File: src/u8u16_pkg.sv
// shared types and constants of the utf-8 to utf-16 decoder
`default_nettype none

package u8u16_pkg;

  // result status codes
  localparam logic [1:0] STATUS_DATA = 2'd0;
  localparam logic [1:0] STATUS_END  = 2'd1;
  localparam logic [1:0] STATUS_ERR  = 2'd2;

  // configuration register indexes
  localparam logic CFG_BIG_ENDIAN = 1'b0;
  localparam logic CFG_ADD_BOM    = 1'b1;

  // byte constants
  localparam logic [7:0] BOM_UTF8_0 = 8'hef;
  localparam logic [7:0] BOM_UTF8_1 = 8'hbb;
  localparam logic [7:0] BOM_UTF8_2 = 8'hbf;
  localparam logic [7:0] BOM_HI     = 8'hfe;
  localparam logic [7:0] BOM_LO     = 8'hff;

  // what an item leaves for the back end besides an optional mark
  typedef enum logic [1:0] {
    KIND_NONE,
    KIND_UNIT,
    KIND_END,
    KIND_ERR
  } kind_t;

  typedef struct packed {
    logic        has_bom;
    logic        hi_first;
    kind_t       kind;
    logic [15:0] unit;
  } q_entry_t;

  typedef struct packed {
    logic     valid;
    q_entry_t entry;
  } q_push_t;

endpackage

`default_nettype wire

File: src/u8u16_in_if.sv
// input channel: one utf-8 byte per item
`default_nettype none

interface u8u16_in_if;
  logic       valid;
  logic       ready;
  logic [7:0] data_byte;
  logic       new_string;

  modport source (output valid, output data_byte, output new_string, input ready);
  modport sink   (input valid, input data_byte, input new_string, output ready);
endinterface

`default_nettype wire

File: src/u8u16_out_if.sv
// result channel: one utf-16 byte or status per item
`default_nettype none

interface u8u16_out_if;
  logic       valid;
  logic       ready;
  logic [7:0] out_byte;
  logic [1:0] status;
  logic       last_of_run;

  modport source (output valid, output out_byte, output status, output last_of_run,
                  input ready);
  modport sink   (input valid, input out_byte, input status, input last_of_run,
                  output ready);
endinterface

`default_nettype wire

File: src/utf8_to_utf16_decoder_core.sv
// top level of the utf-8 to utf-16 decoder
// first result of an item passes through the queue and then the output register
// throughput: 1 input item per cycle while the item queue has room; the back
//   end sends 1 result per cycle while the output is ready; an item yields
//   0 to 4 results (mark 2, code unit 2, end or error 1); output sets the rate
// reset: synchronous active-low rst_n clears the config bits, returns the
//   decoder to the start-of-string state and empties the queue and output
`default_nettype none

module utf8_to_utf16_decoder_core #(
  parameter int QUEUE_DEPTH = 4   // classified items held between front and back, 2..16
) (
  input  wire logic    clk,
  input  wire logic    rst_n,
  u8u16_in_if.sink     in_ch,
  u8u16_out_if.source  out_ch,
  input  wire logic    cfg_we,
  input  wire logic    cfg_idx,
  input  wire logic    cfg_wdata
);
  import u8u16_pkg::*;

  // front to queue: one entry per item that has any result
  q_push_t  push;
  // queue to back end
  q_entry_t head;
  logic     q_full;
  logic     q_empty;
  logic     pop;

  // front: decodes the byte stream, holds the config bits
  u8u16_front u_front (
    .clk       (clk),
    .rst_n     (rst_n),
    .in_ch     (in_ch),
    .cfg_we    (cfg_we),
    .cfg_idx   (cfg_idx),
    .cfg_wdata (cfg_wdata),
    .q_full    (q_full),
    .push      (push)
  );

  // short queue so input and output stall independently
  u8u16_queue #(
    .DEPTH (QUEUE_DEPTH)
  ) u_queue (
    .clk   (clk),
    .rst_n (rst_n),
    .push  (push),
    .pop   (pop),
    .head  (head),
    .full  (q_full),
    .empty (q_empty)
  );

  // back: walks each entry into the output register, one result per cycle while the output is ready
  u8u16_back u_back (
    .clk     (clk),
    .rst_n   (rst_n),
    .head    (head),
    .q_empty (q_empty),
    .pop     (pop),
    .out_ch  (out_ch)
  );

`ifndef SYNTHESIS
  // end and error results always close an item's run
  a_status_closes_run: assert property (@(posedge clk) disable iff (!rst_n)
    (out_ch.valid && out_ch.status != STATUS_DATA) |-> out_ch.last_of_run)
    else $error("end or error result not marked last");

  // an item pushed into the queue leaves it non-empty
  a_push_fills: assert property (@(posedge clk) disable iff (!rst_n)
    push.valid |=> !q_empty)
    else $error("queue empty after push");

  // back end only retires entries that exist
  a_pop_nonempty: assert property (@(posedge clk) disable iff (!rst_n)
    pop |-> !q_empty)
    else $error("pop from empty queue");
`endif

endmodule

`default_nettype wire

File: src/u8u16_front.sv
// front end: takes utf-8 bytes, tracks sequence state and classifies each item
`default_nettype none

module u8u16_front (
  input  wire logic             clk,
  input  wire logic             rst_n,
  u8u16_in_if.sink              in_ch,
  input  wire logic             cfg_we,
  input  wire logic             cfg_idx,
  input  wire logic             cfg_wdata,
  input  wire logic             q_full,
  output u8u16_pkg::q_push_t    push
);
  import u8u16_pkg::*;

  logic        big_endian_r;
  logic        add_bom_r;
  logic [1:0]  bytes_left_r, bytes_left_nxt;
  logic [15:0] code_accum_r, code_accum_nxt;
  logic        at_first_r, at_first_nxt;
  logic        bom_match_r, bom_match_nxt;
  logic        bom_sent_r, bom_sent_nxt;
  logic        error_r, error_nxt;

  logic        accept;
  logic [7:0]  b;
  logic        fresh;
  logic [1:0]  eff_left;
  logic [15:0] eff_accum;
  logic        eff_first, eff_match, eff_sent, eff_err;
  logic        finish;

  assign in_ch.ready = ~q_full;
  assign accept      = in_ch.valid & ~q_full;
  assign b           = in_ch.data_byte;
  assign fresh       = in_ch.new_string;

  // state as seen after an optional new_string restart
  assign eff_left  = fresh ? 2'd0  : bytes_left_r;
  assign eff_accum = fresh ? 16'd0 : code_accum_r;
  assign eff_first = fresh ? 1'b1  : at_first_r;
  assign eff_match = fresh ? 1'b1  : bom_match_r;
  assign eff_sent  = fresh ? 1'b0  : bom_sent_r;
  assign eff_err   = fresh ? 1'b0  : error_r;

  always_comb begin
    bytes_left_nxt   = eff_left;
    code_accum_nxt   = eff_accum;
    at_first_nxt     = eff_first;
    bom_match_nxt    = eff_match;
    bom_sent_nxt     = eff_sent;
    error_nxt        = eff_err;
    finish           = 1'b0;
    push.entry.has_bom  = 1'b0;
    push.entry.hi_first = big_endian_r;
    push.entry.kind     = KIND_NONE;
    push.entry.unit     = 16'd0;

    if (!eff_err) begin
      push.entry.has_bom = ~eff_sent & add_bom_r;
      bom_sent_nxt       = 1'b1;
      if (b == 8'd0) begin
        push.entry.kind = KIND_END;
        bytes_left_nxt  = 2'd0;
        code_accum_nxt  = 16'd0;
        at_first_nxt    = 1'b1;
        bom_match_nxt   = 1'b1;
        bom_sent_nxt    = 1'b0;
      end else if (eff_left != 2'd0) begin
        if (eff_first) begin
          bom_match_nxt = eff_match &
                          (b == ((eff_left == 2'd2) ? BOM_UTF8_1 : BOM_UTF8_2));
        end
        code_accum_nxt = {eff_accum[9:0], b[5:0]};
        bytes_left_nxt = eff_left - 2'd1;
        finish         = (eff_left == 2'd1);
      end else begin
        if (eff_first) begin
          bom_match_nxt = eff_match & (b == BOM_UTF8_0);
        end
        if (!b[7]) begin
          code_accum_nxt = {8'd0, b};
          finish         = 1'b1;
        end else if (b[7:5] == 3'b110) begin
          code_accum_nxt = {11'd0, b[4:0]};
          bytes_left_nxt = 2'd1;
        end else if (b[7:4] == 4'b1110) begin
          code_accum_nxt = {12'd0, b[3:0]};
          bytes_left_nxt = 2'd2;
        end else begin
          // lone continuation or four-plus byte lead
          push.entry.kind = KIND_ERR;
          error_nxt       = 1'b1;
          bytes_left_nxt  = 2'd0;
        end
      end
      if (finish) begin
        at_first_nxt = 1'b0;
        // a leading ef bb bf as the first character is dropped
        if (!(eff_first & bom_match_nxt)) begin
          push.entry.kind = KIND_UNIT;
          push.entry.unit = code_accum_nxt;
        end
      end
    end
    push.valid = accept & (push.entry.has_bom | (push.entry.kind != KIND_NONE));
  end

  always_ff @(posedge clk) begin
    if (!rst_n) begin
      big_endian_r <= 1'b0;
      add_bom_r    <= 1'b0;
      bytes_left_r <= 2'd0;
      code_accum_r <= 16'd0;
      at_first_r   <= 1'b1;
      bom_match_r  <= 1'b1;
      bom_sent_r   <= 1'b0;
      error_r      <= 1'b0;
    end else begin
      if (cfg_we) begin
        case (cfg_idx)
          CFG_BIG_ENDIAN: big_endian_r <= cfg_wdata;
          CFG_ADD_BOM:    add_bom_r    <= cfg_wdata;
          default:        ;
        endcase
      end
      if (accept) begin
        bytes_left_r <= bytes_left_nxt;
        code_accum_r <= code_accum_nxt;
        at_first_r   <= at_first_nxt;
        bom_match_r  <= bom_match_nxt;
        bom_sent_r   <= bom_sent_nxt;
        error_r      <= error_nxt;
      end
    end
  end

endmodule

`default_nettype wire

File: src/u8u16_queue.sv
// small fifo of classified items between front and back end
`default_nettype none

module u8u16_queue #(
  parameter int DEPTH = 4
) (
  input  wire logic                clk,
  input  wire logic                rst_n,
  input  wire u8u16_pkg::q_push_t  push,
  input  wire logic                pop,
  output u8u16_pkg::q_entry_t      head,
  output logic                     full,
  output logic                     empty
);
  import u8u16_pkg::*;

  localparam int AW = $clog2(DEPTH);
  localparam int CW = $clog2(DEPTH + 1);
  localparam logic [AW-1:0] LAST_PTR = AW'(DEPTH - 1);
  localparam logic [CW-1:0] FULL_CNT = CW'(DEPTH);

  q_entry_t      mem_r [DEPTH];
  logic [AW-1:0] wr_ptr_r, rd_ptr_r;
  logic [CW-1:0] count_r;
  logic          do_push, do_pop;

  assign full    = (count_r == FULL_CNT);
  assign empty   = (count_r == '0);
  assign do_push = push.valid & ~full;
  assign do_pop  = pop & ~empty;
  assign head    = mem_r[rd_ptr_r];

  always_ff @(posedge clk) begin
    if (do_push) begin
      mem_r[wr_ptr_r] <= push.entry;
    end
  end

  always_ff @(posedge clk) begin
    if (!rst_n) begin
      wr_ptr_r <= '0;
      rd_ptr_r <= '0;
      count_r  <= '0;
    end else begin
      if (do_push) begin
        wr_ptr_r <= (wr_ptr_r == LAST_PTR) ? '0 : wr_ptr_r + 1'b1;
      end
      if (do_pop) begin
        rd_ptr_r <= (rd_ptr_r == LAST_PTR) ? '0 : rd_ptr_r + 1'b1;
      end
      case ({do_push, do_pop})
        2'b10:   count_r <= count_r + 1'b1;
        2'b01:   count_r <= count_r - 1'b1;
        default: count_r <= count_r;
      endcase
    end
  end

endmodule

`default_nettype wire

File: src/u8u16_back.sv
// back end: serializes each queued item into output bytes behind an output register
`default_nettype none

module u8u16_back (
  input  wire logic                clk,
  input  wire logic                rst_n,
  input  wire u8u16_pkg::q_entry_t head,
  input  wire logic                q_empty,
  output logic                     pop,
  u8u16_out_if.source              out_ch
);
  import u8u16_pkg::*;

  logic [1:0] step_r;
  logic       valid_r;
  logic [7:0] byte_r;
  logic [1:0] status_r;
  logic       last_r;

  logic       advance;
  logic [1:0] s;
  logic [2:0] total;
  logic       is_last;
  logic [7:0] byte_nxt;
  logic [1:0] status_nxt;

  assign advance = ~q_empty & (~valid_r | out_ch.ready);

  always_comb begin
    total = head.has_bom ? 3'd2 : 3'd0;
    case (head.kind)
      KIND_UNIT: total = total + 3'd2;
      KIND_END:  total = total + 3'd1;
      KIND_ERR:  total = total + 3'd1;
      default:   total = total;
    endcase
    is_last    = ({1'b0, step_r} + 3'd1) == total;
    s          = head.has_bom ? step_r - 2'd2 : step_r;
    byte_nxt   = 8'd0;
    status_nxt = STATUS_DATA;
    if (head.has_bom && !step_r[1]) begin
      // byte order mark, fe ff in big endian order
      if (step_r[0] == head.hi_first) begin
        byte_nxt = BOM_LO;
      end else begin
        byte_nxt = BOM_HI;
      end
    end else begin
      case (head.kind)
        KIND_UNIT: byte_nxt = (s[0] == head.hi_first) ? head.unit[7:0] : head.unit[15:8];
        KIND_END:  status_nxt = STATUS_END;
        KIND_ERR:  status_nxt = STATUS_ERR;
        default:   byte_nxt = 8'd0;
      endcase
    end
  end

  assign pop = advance & is_last;

  always_ff @(posedge clk) begin
    if (!rst_n) begin
      valid_r <= 1'b0;
      step_r  <= 2'd0;
    end else begin
      if (advance) begin
        valid_r <= 1'b1;
        step_r  <= is_last ? 2'd0 : step_r + 2'd1;
      end else if (out_ch.ready) begin
        valid_r <= 1'b0;
      end
    end
  end

  always_ff @(posedge clk) begin
    if (advance) begin
      byte_r   <= byte_nxt;
      status_r <= status_nxt;
      last_r   <= is_last;
    end
  end

  assign out_ch.valid       = valid_r;
  assign out_ch.out_byte    = byte_r;
  assign out_ch.status      = status_r;
  assign out_ch.last_of_run = last_r;

endmodule

`default_nettype wire
File: src/flat_wrapper.sv
// flat-port wrapper written by rule: the top's interface ports become plain ports
module utf8_to_utf16_decoder_core_flat import u8u16_pkg::*;
#(
  parameter int QUEUE_DEPTH = 4                                                         
)
  (clk, rst_n, cfg_we, cfg_idx, cfg_wdata, in_ch_valid, in_ch_data_byte, in_ch_new_string, in_ch_ready, out_ch_valid, out_ch_out_byte, out_ch_status, out_ch_last_of_run, out_ch_ready);
  u8u16_in_if in_ch_i ();
  u8u16_out_if out_ch_i ();
  input  wire logic clk;
  input  wire logic rst_n;
  input  wire logic cfg_we;
  input  wire logic cfg_idx;
  input  wire logic cfg_wdata;
  input wire logic [$bits(in_ch_i.valid)-1:0] in_ch_valid;
  input wire logic [$bits(in_ch_i.data_byte)-1:0] in_ch_data_byte;
  input wire logic [$bits(in_ch_i.new_string)-1:0] in_ch_new_string;
  output wire logic [$bits(in_ch_i.ready)-1:0] in_ch_ready;
  output wire logic [$bits(out_ch_i.valid)-1:0] out_ch_valid;
  output wire logic [$bits(out_ch_i.out_byte)-1:0] out_ch_out_byte;
  output wire logic [$bits(out_ch_i.status)-1:0] out_ch_status;
  output wire logic [$bits(out_ch_i.last_of_run)-1:0] out_ch_last_of_run;
  input wire logic [$bits(out_ch_i.ready)-1:0] out_ch_ready;
  assign in_ch_i.valid = in_ch_valid;
  assign in_ch_i.data_byte = in_ch_data_byte;
  assign in_ch_i.new_string = in_ch_new_string;
  assign in_ch_ready = in_ch_i.ready;
  assign out_ch_valid = out_ch_i.valid;
  assign out_ch_out_byte = out_ch_i.out_byte;
  assign out_ch_status = out_ch_i.status;
  assign out_ch_last_of_run = out_ch_i.last_of_run;
  assign out_ch_i.ready = out_ch_ready;
  utf8_to_utf16_decoder_core #(.QUEUE_DEPTH(QUEUE_DEPTH)) u_core (.clk(clk), .rst_n(rst_n), .in_ch(in_ch_i), .out_ch(out_ch_i), .cfg_we(cfg_we), .cfg_idx(cfg_idx), .cfg_wdata(cfg_wdata));
endmodule
File: config.mk
export PLATFORM = sky130hd
export DESIGN_NAME = utf8_to_utf16_decoder_core_flat
export DESIGN_NICKNAME = d
export VERILOG_FILES = /design/src/u8u16_pkg.sv /design/src/u8u16_in_if.sv /design/src/u8u16_out_if.sv /design/src/utf8_to_utf16_decoder_core.sv /design/src/u8u16_front.sv /design/src/u8u16_queue.sv /design/src/u8u16_back.sv /design/src/flat_wrapper.sv
export SDC_FILE = /design/constraint.sdc
export NUM_CORES = 1
export LEC_CHECK = 0
export ABC_AREA = 0
export BUFFER_PORTS_ARGS = -buffer_cell sky130_fd_sc_hd__buf_2
export CAP_MARGIN = 20
export CORE_ASPECT_RATIO = 1.75
export CORE_MARGIN = 4
export CORE_UTILIZATION = 50
export DETAILED_ROUTE_END_ITERATION = 10
export GPL_TIMING_DRIVEN = 0
export PLACE_DENSITY = 0.65
export SLEW_MARGIN = 20
export SYNTH_ARGS = -nofsm -noshare
export SYNTH_HDL_FRONTEND = slang
export SYNTH_HIERARCHICAL = 1
export SYNTH_SLANG_ARGS = --single-unit
export TNS_END_PERCENT = 5
File: constraint.sdc
create_clock -name clk -period 7.1 [get_ports clk]
set_input_delay 0.71 -clock clk [delete_from_list [all_inputs] [get_ports clk]]
set_output_delay 0.71 -clock clk [all_outputs]
set_load 0.01 [all_outputs]
-- Word level (Yosys, flattened, before mapping)
Memories as Yosys holds them, arrays and structs flattened. A register that Yosys moved wholly into a read port is not among the register bits.
Index checks and enable logic that the tools add are counted.
- memory bits (writable): 80
- flip-flop bits (word level): 45
- bits of input ports: 16
- output and inout port bits: 13
- memories kept: 1
- logic and storage cells: 139
- memories (memory ; depth ; width ; read ports ; clocked after memory_dff ; wr ports ; line ; text):
    u_core.u_queue.mem_r ; 4 ; 20 ; 1 ; 1 ; 1 ; u8u16_queue.sv:22 ; q_entry_t mem_r [DEPTH];
- reductions and logical operators: 11
- equality and inequality tests: 17
- bitwise gates (word level): 17
- $add $sub $neg: 10
- muxes and demuxes: 67
- operator list (kind ; number):
    2-to-1 mux 16 bit ; 7
    2-to-1 mux 18 bit ; 3
    2-to-1 mux 2 bit ; 18
    2-to-1 mux 1 bit ; 32
    2-to-1 mux 8 bit ; 3
    == test 2 bit (second input constant) ; 6
    case mux 3 bit (2 select lines) ; 2
    AND 1 bit ; 10
    == test 8 bit ; 1
    == test 8 bit (second input constant) ; 1
    logical NOT 8 bit ; 1
    nonzero test 2 bit ; 4
    adder 2 x 1 -> 2 bit (second input constant) ; 3
    adder 2 x 1 -> 3 bit (second input constant) ; 2
    == test 2 x 1 -> 1 bit (second input constant) ; 3
    == test 3 bit (second input constant) ; 2
    NOT 1 bit ; 5
    == test 4 bit (second input constant) ; 1
    case mux 2 bit (2 select lines) ; 1
    AND reduction 2 bit ; 2
    adder 2 x 2 -> 3 bit (second input constant) ; 1
    adder 3 x 1 -> 3 bit (second input constant) ; 1
    == test 3 bit ; 1
    logical NOT 3 bit ; 1
    other kinds (9) ; 11

-- Depth between registers and ports, before layout
Gate-level depths: netlist of the first run.
- depth after elaboration: 19
- gate-level depth with buffers: 15
- depth with buffers taken out: 13

-- Cells and area by module
The synthesis of the first run kept the hierarchy.
- modules (own cells, without submodules) (module ; instances ; cells each ; area an instance (sq um)):
    u8u16_queue ; 1 ; 160 ; 3438.3
    u8u16_front ; 1 ; 177 ; 1549.0
    u8u16_back ; 1 ; 62 ; 743.2

-- Worst setup path after synthesis of the first run
No wires, ideal clock.
- path type: input-to-reg
- start point: input in_ch_data_byte[6]
- end point: register u_core.u_queue.count_r[2]
- data arrival time: 3281 ps
- cell stages on the path: 14
- slack: 3744 ps
- path buffers: 2
- cells stage by stage: and4b_1 a32oi_2 a311oi_4 buf_6 o22ai_2 nor2b_1 buf_2 inv_1 ha_1 inv_1 fa_1 xor2_1 or3_1 a21boi_0
- RTL lines (what ; line ; text):
    from (decl) ; flat_wrapper.sv:15 ; input wire logic [$bits(in_ch_i.data_byte)-1:0] in_ch_data_byte;
    to (signal assigned) ; u8u16_queue.sv:52 ; 2'b10: count_r <= count_r + 1'b1;
    to (signal assigned) ; u8u16_queue.sv:53 ; 2'b01: count_r <= count_r - 1'b1;
    to (signal assigned) ; u8u16_queue.sv:54 ; default: count_r <= count_r;
    to (decl) ; u8u16_queue.sv:24 ; logic [CW-1:0] count_r;

==> results of run 1 <==
[flip-flops by register name, indices dropped and copies added (netlist names), named ones only]
| signal | cells |
|---|---|
| u_core/u_front/at_first_r | 1 |
| u_core/u_queue/mem_r | 80 |
| u_core/u_front/add_bom_r | 1 |
| u_core/u_back/out_ch.out_byte | 8 |
| u_core/u_front/code_accum_r | 16 |
| u_core/u_back/out_ch.valid | 1 |
| u_core/u_front/error_r | 1 |
| u_core/u_back/out_ch.status | 2 |
| u_core/u_back/out_ch.last_of_run | 1 |
| u_core/u_front/bom_sent_r | 1 |
| u_core/u_queue/rd_ptr_r | 2 |
| u_core/u_front/bytes_left_r | 2 |
| u_core/u_front/bom_match_r | 1 |
| u_core/u_back/step_r | 2 |
| u_core/u_front/big_endian_r | 1 |
| u_core/u_queue/wr_ptr_r | 2 |
| u_core/u_queue/count_r | 3 |
[cells in the mapped netlist, drive strengths merged (7+ instances only)]
master	n	area share, %
a31oi	10	1.1
and2	19	2.1
buf	14	1.9
clkbuf	7	0.63
dfxtp	36	13
edfxtp	91	48
ha	7	1.5
inv	10	0.66
mux2i	14	2.4
mux4	20	8.9
nand2	18	1.2
nand2b	8	0.87
nand3	13	1.2
nor2	10	0.66
nor2b	11	1.2
nor3	17	1.5
o21ai	16	1.4
o2bb2ai	17	2.6
[kinds of logic after synthesis]
group | Yosys count | synth area share (%)
and+or+nand+nor | 121 | 12.5
DFF | 127 | 60.3
muxes | 34 | 11.4
buffers and inverters | 31 | 3.19
xor gates and xnor gates | 5 | 1.09
AOI/OAI and AO/OA | 73 | 9.74
adders and majority gates | 8 | 1.88
[layer usage]
layer | wire length, um | global-route usage, % | up-vias
li1 | - | - | 1671
met1 | 4320 | 20.2 | 1718
met2 | 6020 | 32.5 | 65
met3 | 291 | 4.02 | 15
met4 | 267 | 8.17 | 0
met5 | 0 | 0 | -
[final cells by class]
type                       instances  area (um2)  share of cell area (%)
inverter                          10        37.5                   0.562
sequential                       127        3450                    51.7
tap                              132         165                    2.47
buffer                            21         145                    2.17
clock buffer                      17         425                    6.37
clock inverter                    15         210                    3.15
multi-input combinational        241        2100                    31.4
timing repair buffer              28         140                    2.10
[path summary, 6_finish.rpt]
kind	to	slack, ns	cells after the start
worst max-delay path	u_core/u_queue/count_r[2]	3.45	14
worst min-delay path	u_core/u_front/bom_sent_r	0.47	2
worst max register to register	u_core/u_queue/count_r[2]	3.45	14
worst min register to register	u_core/u_front/bom_sent_r	0.47	2
[stage by stage]
step / total power (uW) / utilization, % / cell area [um2]
2_1_floorplan: 1090 / - / 5730
3_3_place_gp: 1160 / 54.1 / 6040
3_5_place_dp: 1170 / 54.1 / 6040
4_1_cts: 2080 / 59.8 / 6670
5_1_grt: 2150 / 59.8 / 6680
6_report: 2060 / 59.8 / 6680
[worst max-delay path: stages (launching register included)]
cell	delay (ns)
dfxtp_1	0.36
buf_6	0.19
mux4_2	0.58
or3b_1	0.41
a211oi_2	0.18
or3_4	0.17
and2_1	0.14
o31ai_1	0.13
inv_1	0.09
ha_1	0.18
inv_1	0.06
fa_1	0.38
xor2_1	0.17
or3_1	0.31
a21boi_0	0.21
[where the power goes]
part           total, uW  internal [uW]  switching [uW]
registers            881            861            19.7
clock network        911            592             319
logic                268            114             154
==> impl_metrics.json, run 1 <==
{
  "leakage_uw": 0.00244,
  "insertion_delay_ns": 0.41,
  "powerDensity_nw_per_um2": 308,
  "drc": 0,
  "setup_viol": 0,
  "dp_worst_setup_slack_ns": 3.19,
  "crit_arrival_ns": 3.96,
  "die_w_um": 88.9,
  "most-common-layout-cells": "edfxtp_1, dfxtp_1, buf_2",
  "period_share_pct": 51.4,
  "peakVddDrop_v": 0.000196,
  "status": "complete, no violations",
  "cts_buffers": 17,
  "cts.sinks": 127,
  "period_minus_slack_ns": 3.65,
  "synthArstFlopShare_pct": 0,
  "hp-class": "reg2reg",
  "layout_commonest_cell": "edfxtp_1",
  "fp.dieH_um": 150,
  "hold_start": "u_core/u_front/bom_sent_r",
  "grt_use_total_pct": 18.2,
  "synth_cell_types": 64,
  "drive_gt1_share_pct": 21.8,
  "start_kind": "register",
  "fillers": 856,
  "grt_pass1_wl_um": 18100,
  "via_count": 3469,
  "hold_ws_ns": 0.471,
  "syn_inst": 399,
  "fp.dieArea_um2": 13300,
  "ys.flop_type": "edfxtp_1",
  "cts_setup_buffers": 0,
  "rsz0062_at_grt": "false",
  "layout.nets": 470,
  "layout.cells.non_filler": 591,
  "port_buffers": 28,
  "finalHoldViolations": 0,
  "clkTransAtPathRegs_ns": 0.06,
  "start_util_pct": 51.3,
  "row_count": 51,
  "synth_warnings": 6,
  "dp_hpwl_um": 7710,
  "core_um2": 11200,
  "cp.required_ns": 7.42,
  "antenna_found_initial": 0,
  "fin_setup_tns_ns": 0,
  "ctsHoldBuffers": 0,
  "vias_per_cell": 5.87,
  "cts_resized": 0,
  "post_drt_wl_per_cell_um": 18.4,
  "syn_area_um2": 5730,
  "cap_viol_max_count": 0,
  "syn_area_per_cell_um2": 14.4,
  "dp.cells": 559,
  "place_congestion": 0.860,
  "detail_route.iter0.violations": 227,
  "htree_levels": 4,
  "grt_pass1_vias": 3532,
  "endpoint_kind": "register",
  "grt-ovfl-total": 0,
  "cts_tree": "built",
  "area_growth_syn_to_layout_pct": 16.5,
  "slew_viol_final": 0,
  "wl_um": 10900,
  "crit_fanout": 10,
  "yosysSeqAreaShare_pct": 60.3,
  "root_buffer": "clkbuf_16",
  "clock_skew_ns": 0.0109,
  "setup_slack_ns": 3.45,
  "postSynthRegisterBits": 127,
  "grt_max_degree": 21,
  "max_freq_mhz": 274,
  "maxSlewHeadroom_pct": 28.8,
  "diodes": 0,
  "worstSetupPathType": "reg2reg",
  "synth_edf_count": 91,
  "drtAntennaViolNets": 0,
  "tightestPinTransition_ns": 1.07,
  "clk_path_buf_depth": 2,
  "io_pins": 29,
  "synth_nets": 423,
  "drt_first_pass_iters": 4
}
Power figures use the tool's default switching activity.
==> run 2, diff against run 1 <==
--- a/config.mk
+++ b/config.mk
@@ -13,7 +13,7 @@
 export CORE_UTILIZATION = 50
 export DETAILED_ROUTE_END_ITERATION = 10
 export GPL_TIMING_DRIVEN = 0
-export PLACE_DENSITY = 0.65
+export PLACE_DENSITY = 0.68
 export SLEW_MARGIN = 20
 export SYNTH_ARGS = -nofsm -noshare
 export SYNTH_HDL_FRONTEND = slang
==> constraint.sdc (replaced) <==
create_clock -name clk -period 3.2 [get_ports clk]
set_input_delay 0.32 -clock clk [delete_from_list [all_inputs] [get_ports clk]]
set_output_delay 0.32 -clock clk [all_outputs]
set_load 0.01 [all_outputs]
==> impl_metrics.json, run 2 (synthesis results as in run 1) <==
{
  "cts.sinks": 127,
  "ff2ff_path_depth": 14,
  "crit_arrival_ns": 3.53,
  "final_util_pct": 60.9,
  "fp.dieArea_um2": 13300,
  "drtAntennaViolNets": 0,
  "dp.cells": 559,
  "start_util_pct": 51.3,
  "tightestPinTransition_ns": 0.733,
  "fp.dieH_um": 150,
  "grt_pass1_wl_um": 17900,
  "setup_viol": 0,
  "period_minus_slack_ns": 3.19,
  "status": "complete, no violations",
  "worst-path-buf-inv": 3,
  "htree_levels": 4,
  "cts_buffers": 17,
  "most-common-layout-cells": "edfxtp_1, dfxtp_1, buf_2",
  "row_count": 51,
  "antenna_found_initial": 0,
  "layout.cells.non_filler": 601,
  "slew_viol_final": 0,
  "seqCellArea_um2": 3460,
  "clkTransAtPathRegs_ns": 0.05,
  "wl_um": 11000,
  "layout_commonest_cell": "edfxtp_1",
  "rsz0062_at_grt": "true",
  "crit_family": "simple AND/OR/NAND/NOR gates",
  "drc": 0,
  "r2r_slack_ns": 0.008,
  "fin_area_um2": 6800,
  "diodes": 0,
  "dpl_cell_area_um2": 6060,
  "multi_input_area_um2": 2130,
  "dp_worst_setup_slack_ns": -0.262,
  "setup_slack_ns": 0.00811,
  "path_cells": "buf_12, mux4_2, or3b_1, a211oi_2, or3_4, and2_4, o31ai_4, inv_1, ha_2, inv_2, fa_2, xor2_1, or3_1, a21boi_1",
  "finalHoldViolations": 0,
  "max_freq_mhz": 313,
  "area_growth_syn_to_layout_pct": 18.6,
  "vias_per_cell": 5.80,
  "insertion_delay_ns": 0.41,
  "root_buffer": "clkbuf_16",
  "grt_max_degree": 21,
  "hold_path_end": "u_core/u_front/add_bom_r",
  "powerDensity_nw_per_um2": 679,
  "drive_gt1_share_pct": 24.9,
  "cp.required_ns": 3.54,
  "hold_start": "cfg_wdata",
  "die_w_um": 88.9,
  "peakVddDrop_v": 0.000456,
  "crit_fanout": 4,
  "port_buffers": 28,
  "layout.nets": 480,
  "clk_path_buf_depth": 2,
  "hold_depth": 3,
  "cts_tree": "built",
  "ctsHoldBuffers": 0,
  "post_drt_wl_per_cell_um": 18.3,
  "core_um2": 11200,
  "cp_slowest_stage_delay_ns": 0.50,
  "endpoint_kind": "register",
  "hp-class": "in2reg",
  "place_congestion": 0.865,
  "grt_pass1_vias": 3625,
  "leakage_uw": 0.00249,
  "dp_hpwl_um": 7620,
  "grt_use_total_pct": 18.2,
  "r2r_end": "u_core/u_queue/count_r[2]",
  "drt_first_pass_iters": 4,
  "detail_route.iter0.violations": 175,
  "top_register": "u_core/u_queue/mem_r",
  "clock_skew_ns": 0.0115,
  "cap_viol_max_count": 0,
  "largest_reg_flops": 80,
  "maxSlewHeadroom_pct": 50.9,
  "worstSetupPathType": "reg2reg",
  "via_count": 3485,
  "cp.depth": 14,
  "fillers": 832,
  "start_kind": "register",
  "grt-ovfl-total": 0,
  "critPathSlowestCell": "mux4_2",
  "period_share_pct": 99.7,
  "io_pins": 29
}
[run 2: cell types whose count changed in the layout (fill, tap and decap cells not counted), moves of 3 or more]
cell,before,now
inv_6,3,0
and2_2,1,4
and2_1,18,14
clkinv_4,5,0
buf_4,3,12
clkinv_1,0,3
[run 2: worst min-delay path, delay by kind of cell]
kind / cells / cell delay (ns)
buffers and inverters: 1 / 0.10
AND/OR/NAND/NOR: 1 / 0.05
AO/OA/AOI/OAI: 1 / 0.07
[run 2: timing repair]
action | in CTS | in global routing
resized for setup | 7 | 9
setup endpoints to repair | 22 | 62
pin swaps | 6 | 5
buffers inserted | 8 | 2
[run 2: worst max path at each step]
| stage | end |
|---|---|
| 6_report | u_core/u_queue/count_r[2] |
| 5_1_grt | u_core/u_queue/count_r[2] |
| 4_1_cts | u_core/u_queue/count_r[2] |
| 3_5_place_dp | u_core/u_queue/count_r[2] |
| 3_3_place_gp | u_core/u_queue/count_r[2] |
| 2_1_floorplan | u_core/u_queue/count_r[2] |
[run 2: metal layers]
metal	track usage, %	vias up	share of wire [%]
met1	19.4	1712	38
met4	7.34	0	2.3
met3	4.79	20	3.1
li1	-	1676	-
met5	0	-	0
met2	32.9	77	56
[run 2: final cells by class]
cell class,count,area share [%]
well taps,132,2.43
flip-flops and latches,127,50.9
clock inverters,13,2.85
inverters,10,0.552
plain buffers,21,2.37
multi-input cells,241,31.4
clock buffers,19,6.37
repair buffers,38,3.17
[run 2: per-stage QoR]
| stage | power (uW) | hold slack, ns | TNS (ns) |
|---|---|---|---|
| 6_report | 4620 | 0.188 | 0 |
| 5_1_grt | 4810 | 0.194 | -0.163 |
| 4_1_cts | 4650 | 0.173 | -0.0694 |
| 3_5_place_dp | 2600 | 0.451 | -0.315 |
| 3_3_place_gp | 2570 | 0.444 | -0.218 |
| 2_1_floorplan | 2420 | 0.432 | 0 |
[run 2: report_power, final]
| part | total [uW] | switching [uW] | internal, uW |
|---|---|---|---|
| logic | 630 | 351 | 280 |
| registers | 1960 | 47.7 | 1910 |
| clock network | 2030 | 659 | 1370 |
| total | 4620 | 1060 | 3560 |
==> run 3, diff against run 2 <==
--- a/config.mk
+++ b/config.mk
@@ -10,10 +10,10 @@
 export CAP_MARGIN = 20
 export CORE_ASPECT_RATIO = 1.75
 export CORE_MARGIN = 4
-export CORE_UTILIZATION = 50
+export CORE_UTILIZATION = 35
 export DETAILED_ROUTE_END_ITERATION = 10
 export GPL_TIMING_DRIVEN = 0
-export PLACE_DENSITY = 0.68
+export PLACE_DENSITY = 0.5
 export SLEW_MARGIN = 20
 export SYNTH_ARGS = -nofsm -noshare
 export SYNTH_HDL_FRONTEND = slang
==> constraint.sdc (replaced) <==
create_clock -name clk -period 2.8 [get_ports clk]
set_input_delay 0.28 -clock clk [delete_from_list [all_inputs] [get_ports clk]]
set_output_delay 0.28 -clock clk [all_outputs]
set_load 0.01 [all_outputs]
==> impl_metrics.json, run 3 (synthesis results as in run 1) <==
{
  "place_congestion": 0.787,
  "peakVddDrop_v": 0.000391,
  "dp_worst_setup_slack_ns": -0.597,
  "diodes": 0,
  "cp_slowest_stage_delay_ns": 0.53,
  "clkTransAtPathRegs_ns": 0.06,
  "dp_hpwl_um": 8480,
  "detail_route.iter0.violations": 84,
  "cp.required_ns": 3.13,
  "die_w_um": 105,
  "clock_skew_ns": 0.00979,
  "maxSlewHeadroom_pct": 49.8,
  "cap_viol_max_count": 0,
  "fp.dieH_um": 177,
  "ctsHoldBuffers": 0,
  "setup_slack_ns": -0.358,
  "layout_commonest_cell": "edfxtp_1",
  "final_util_pct": 43.1,
  "max_freq_mhz": 317,
  "period_share_pct": 113,
  "largest_reg_flops": 80,
  "leakage_uw": 0.00249,
  "critPathMostFrequentCell": "inv_2",
  "io_pins": 29,
  "port_buffers": 28,
  "via_count": 3518,
  "core_um2": 16000,
  "area_growth_syn_to_layout_pct": 19.9,
  "powerDensity_nw_per_um2": 751,
  "crit_arrival_ns": 3.49,
  "path_cells": "buf_12, mux4_2, or3b_1, a211oi_2, or3_4, and2_4, o31ai_4, inv_2, ha_4, inv_2, fa_2, xor2_1, or3_1, a21boi_1",
  "cts_buffers": 17,
  "drive_gt1_share_pct": 26.3,
  "insertion_delay_ns": 0.40,
  "clk_path_buf_depth": 2,
  "antenna_found_initial": 0,
  "endpoint_kind": "register",
  "cts_tree": "built",
  "grt_pass1_vias": 3677,
  "grt_pass1_wl_um": 19400,
  "dpl_cell_area_um2": 6130,
  "fin_area_um2": 6870,
  "setup_viol": 2,
  "top_register": "u_core/u_queue/mem_r",
  "fp.dieArea_um2": 18600,
  "seqCellArea_um2": 3460,
  "failed_checks": "setup timing",
  "crit_fanout": 4,
  "root_buffer": "clkbuf_16",
  "fillers": 1446,
  "grt_use_total_pct": 13.7,
  "start_kind": "register",
  "worstSetupPathType": "reg2reg",
  "drc": 0,
  "drt_first_pass_iters": 4,
  "htree_levels": 4,
  "drtAntennaViolNets": 0,
  "grt_max_degree": 21,
  "rsz0062_at_grt": "true",
  "vias_per_cell": 5.33,
  "wl_um": 12000,
  "hp-class": "in2reg",
  "slew_viol_final": 0,
  "layout.nets": 482,
  "post_drt_wl_per_cell_um": 18.1,
  "row_count": 61,
  "status": "finished, violations left",
  "period_minus_slack_ns": 3.16,
  "start_util_pct": 35.9,
  "most-common-layout-cells": "edfxtp_1, dfxtp_1, buf_2",
  "cts.sinks": 127,
  "finalHoldViolations": 0,
  "multi_input_area_um2": 2140,
  "critPathSlowestCell": "mux4_2",
  "grt-ovfl-total": 0,
  "tightestPinTransition_ns": 0.750
}
[run 3: worst max-delay path: cells and delay by family (launching register included)]
family / cells / cell delay (ns)
and+or+nand+nor: 4 / 1.01
muxes: 1 / 0.53
adders and majority gates: 2 / 0.46
AOI/OAI and AO/OA: 3 / 0.38
DFF: 1 / 0.36
buffers and inverters: 3 / 0.21
xor gates and xnor gates: 1 / 0.15
[run 3: path summary, 6_finish.rpt]
check / endpoint / slack [ns] / start / cells after the start
max: u_core/u_queue/count_r[2] / -0.36 / register / 14
min: u_core/u_front/add_bom_r / 0.15 / cfg_wdata / 3
max reg2reg: u_core/u_queue/count_r[2] / -0.36 / register / 14
min reg2reg: u_core/u_front/code_accum_r[13] / 0.47 / u_core/u_front/code_accum_r[13] / 1
[run 3: final cells by class]
cell class,instances,area share (%)
clock buffers,17,6.19
multi-input cells,241,31.2
clock inverters,15,2.48
flip-flops and latches,127,50.3
inverters,10,0.546
repair buffers,40,3.35
well taps,189,3.44
plain buffers,21,2.48
[run 3: metrics by stage]
stage | TNS [ns] | instances | hold WS (ns) | power (uW)
6_report | -0.533 | 660 | 0.151 | 5160
5_1_grt | -0.801 | 660 | 0.144 | 5390
4_1_cts | -0.672 | 659 | 0.136 | 5230
3_5_place_dp | -38.71 | 616 | 0.452 | 2990
3_3_place_gp | -37.63 | 616 | 0.446 | 2970
2_1_floorplan | -0.570 | 399 | 0.432 | 2770
[run 3: power breakdown]
part           leakage (uW)  total, uW  switching, uW  internal [uW]
combinational       0.00103        742            413            328
sequential          0.00117       2230           51.9           2180
clock              0.000284       2190            792           1390
total               0.00249       5160           1260           3900
[run 3: layer usage]
metal	GRT usage [%]	wire [um]	vias up
met5	0	0	-
met1	14.1	4600	1751
met3	2.81	347	17
li1	-	-	1687
met2	26.3	6790	63
met4	5.97	225	0
[run 3: what timing repair did]
| action | in CTS | in global routing |
|---|---|---|
| setup buffers | 11 | 1 |
| setup endpoints to repair | 83 | 83 |
| pin swaps | 3 | 1 |
| gates resized for setup | 19 | 4 |
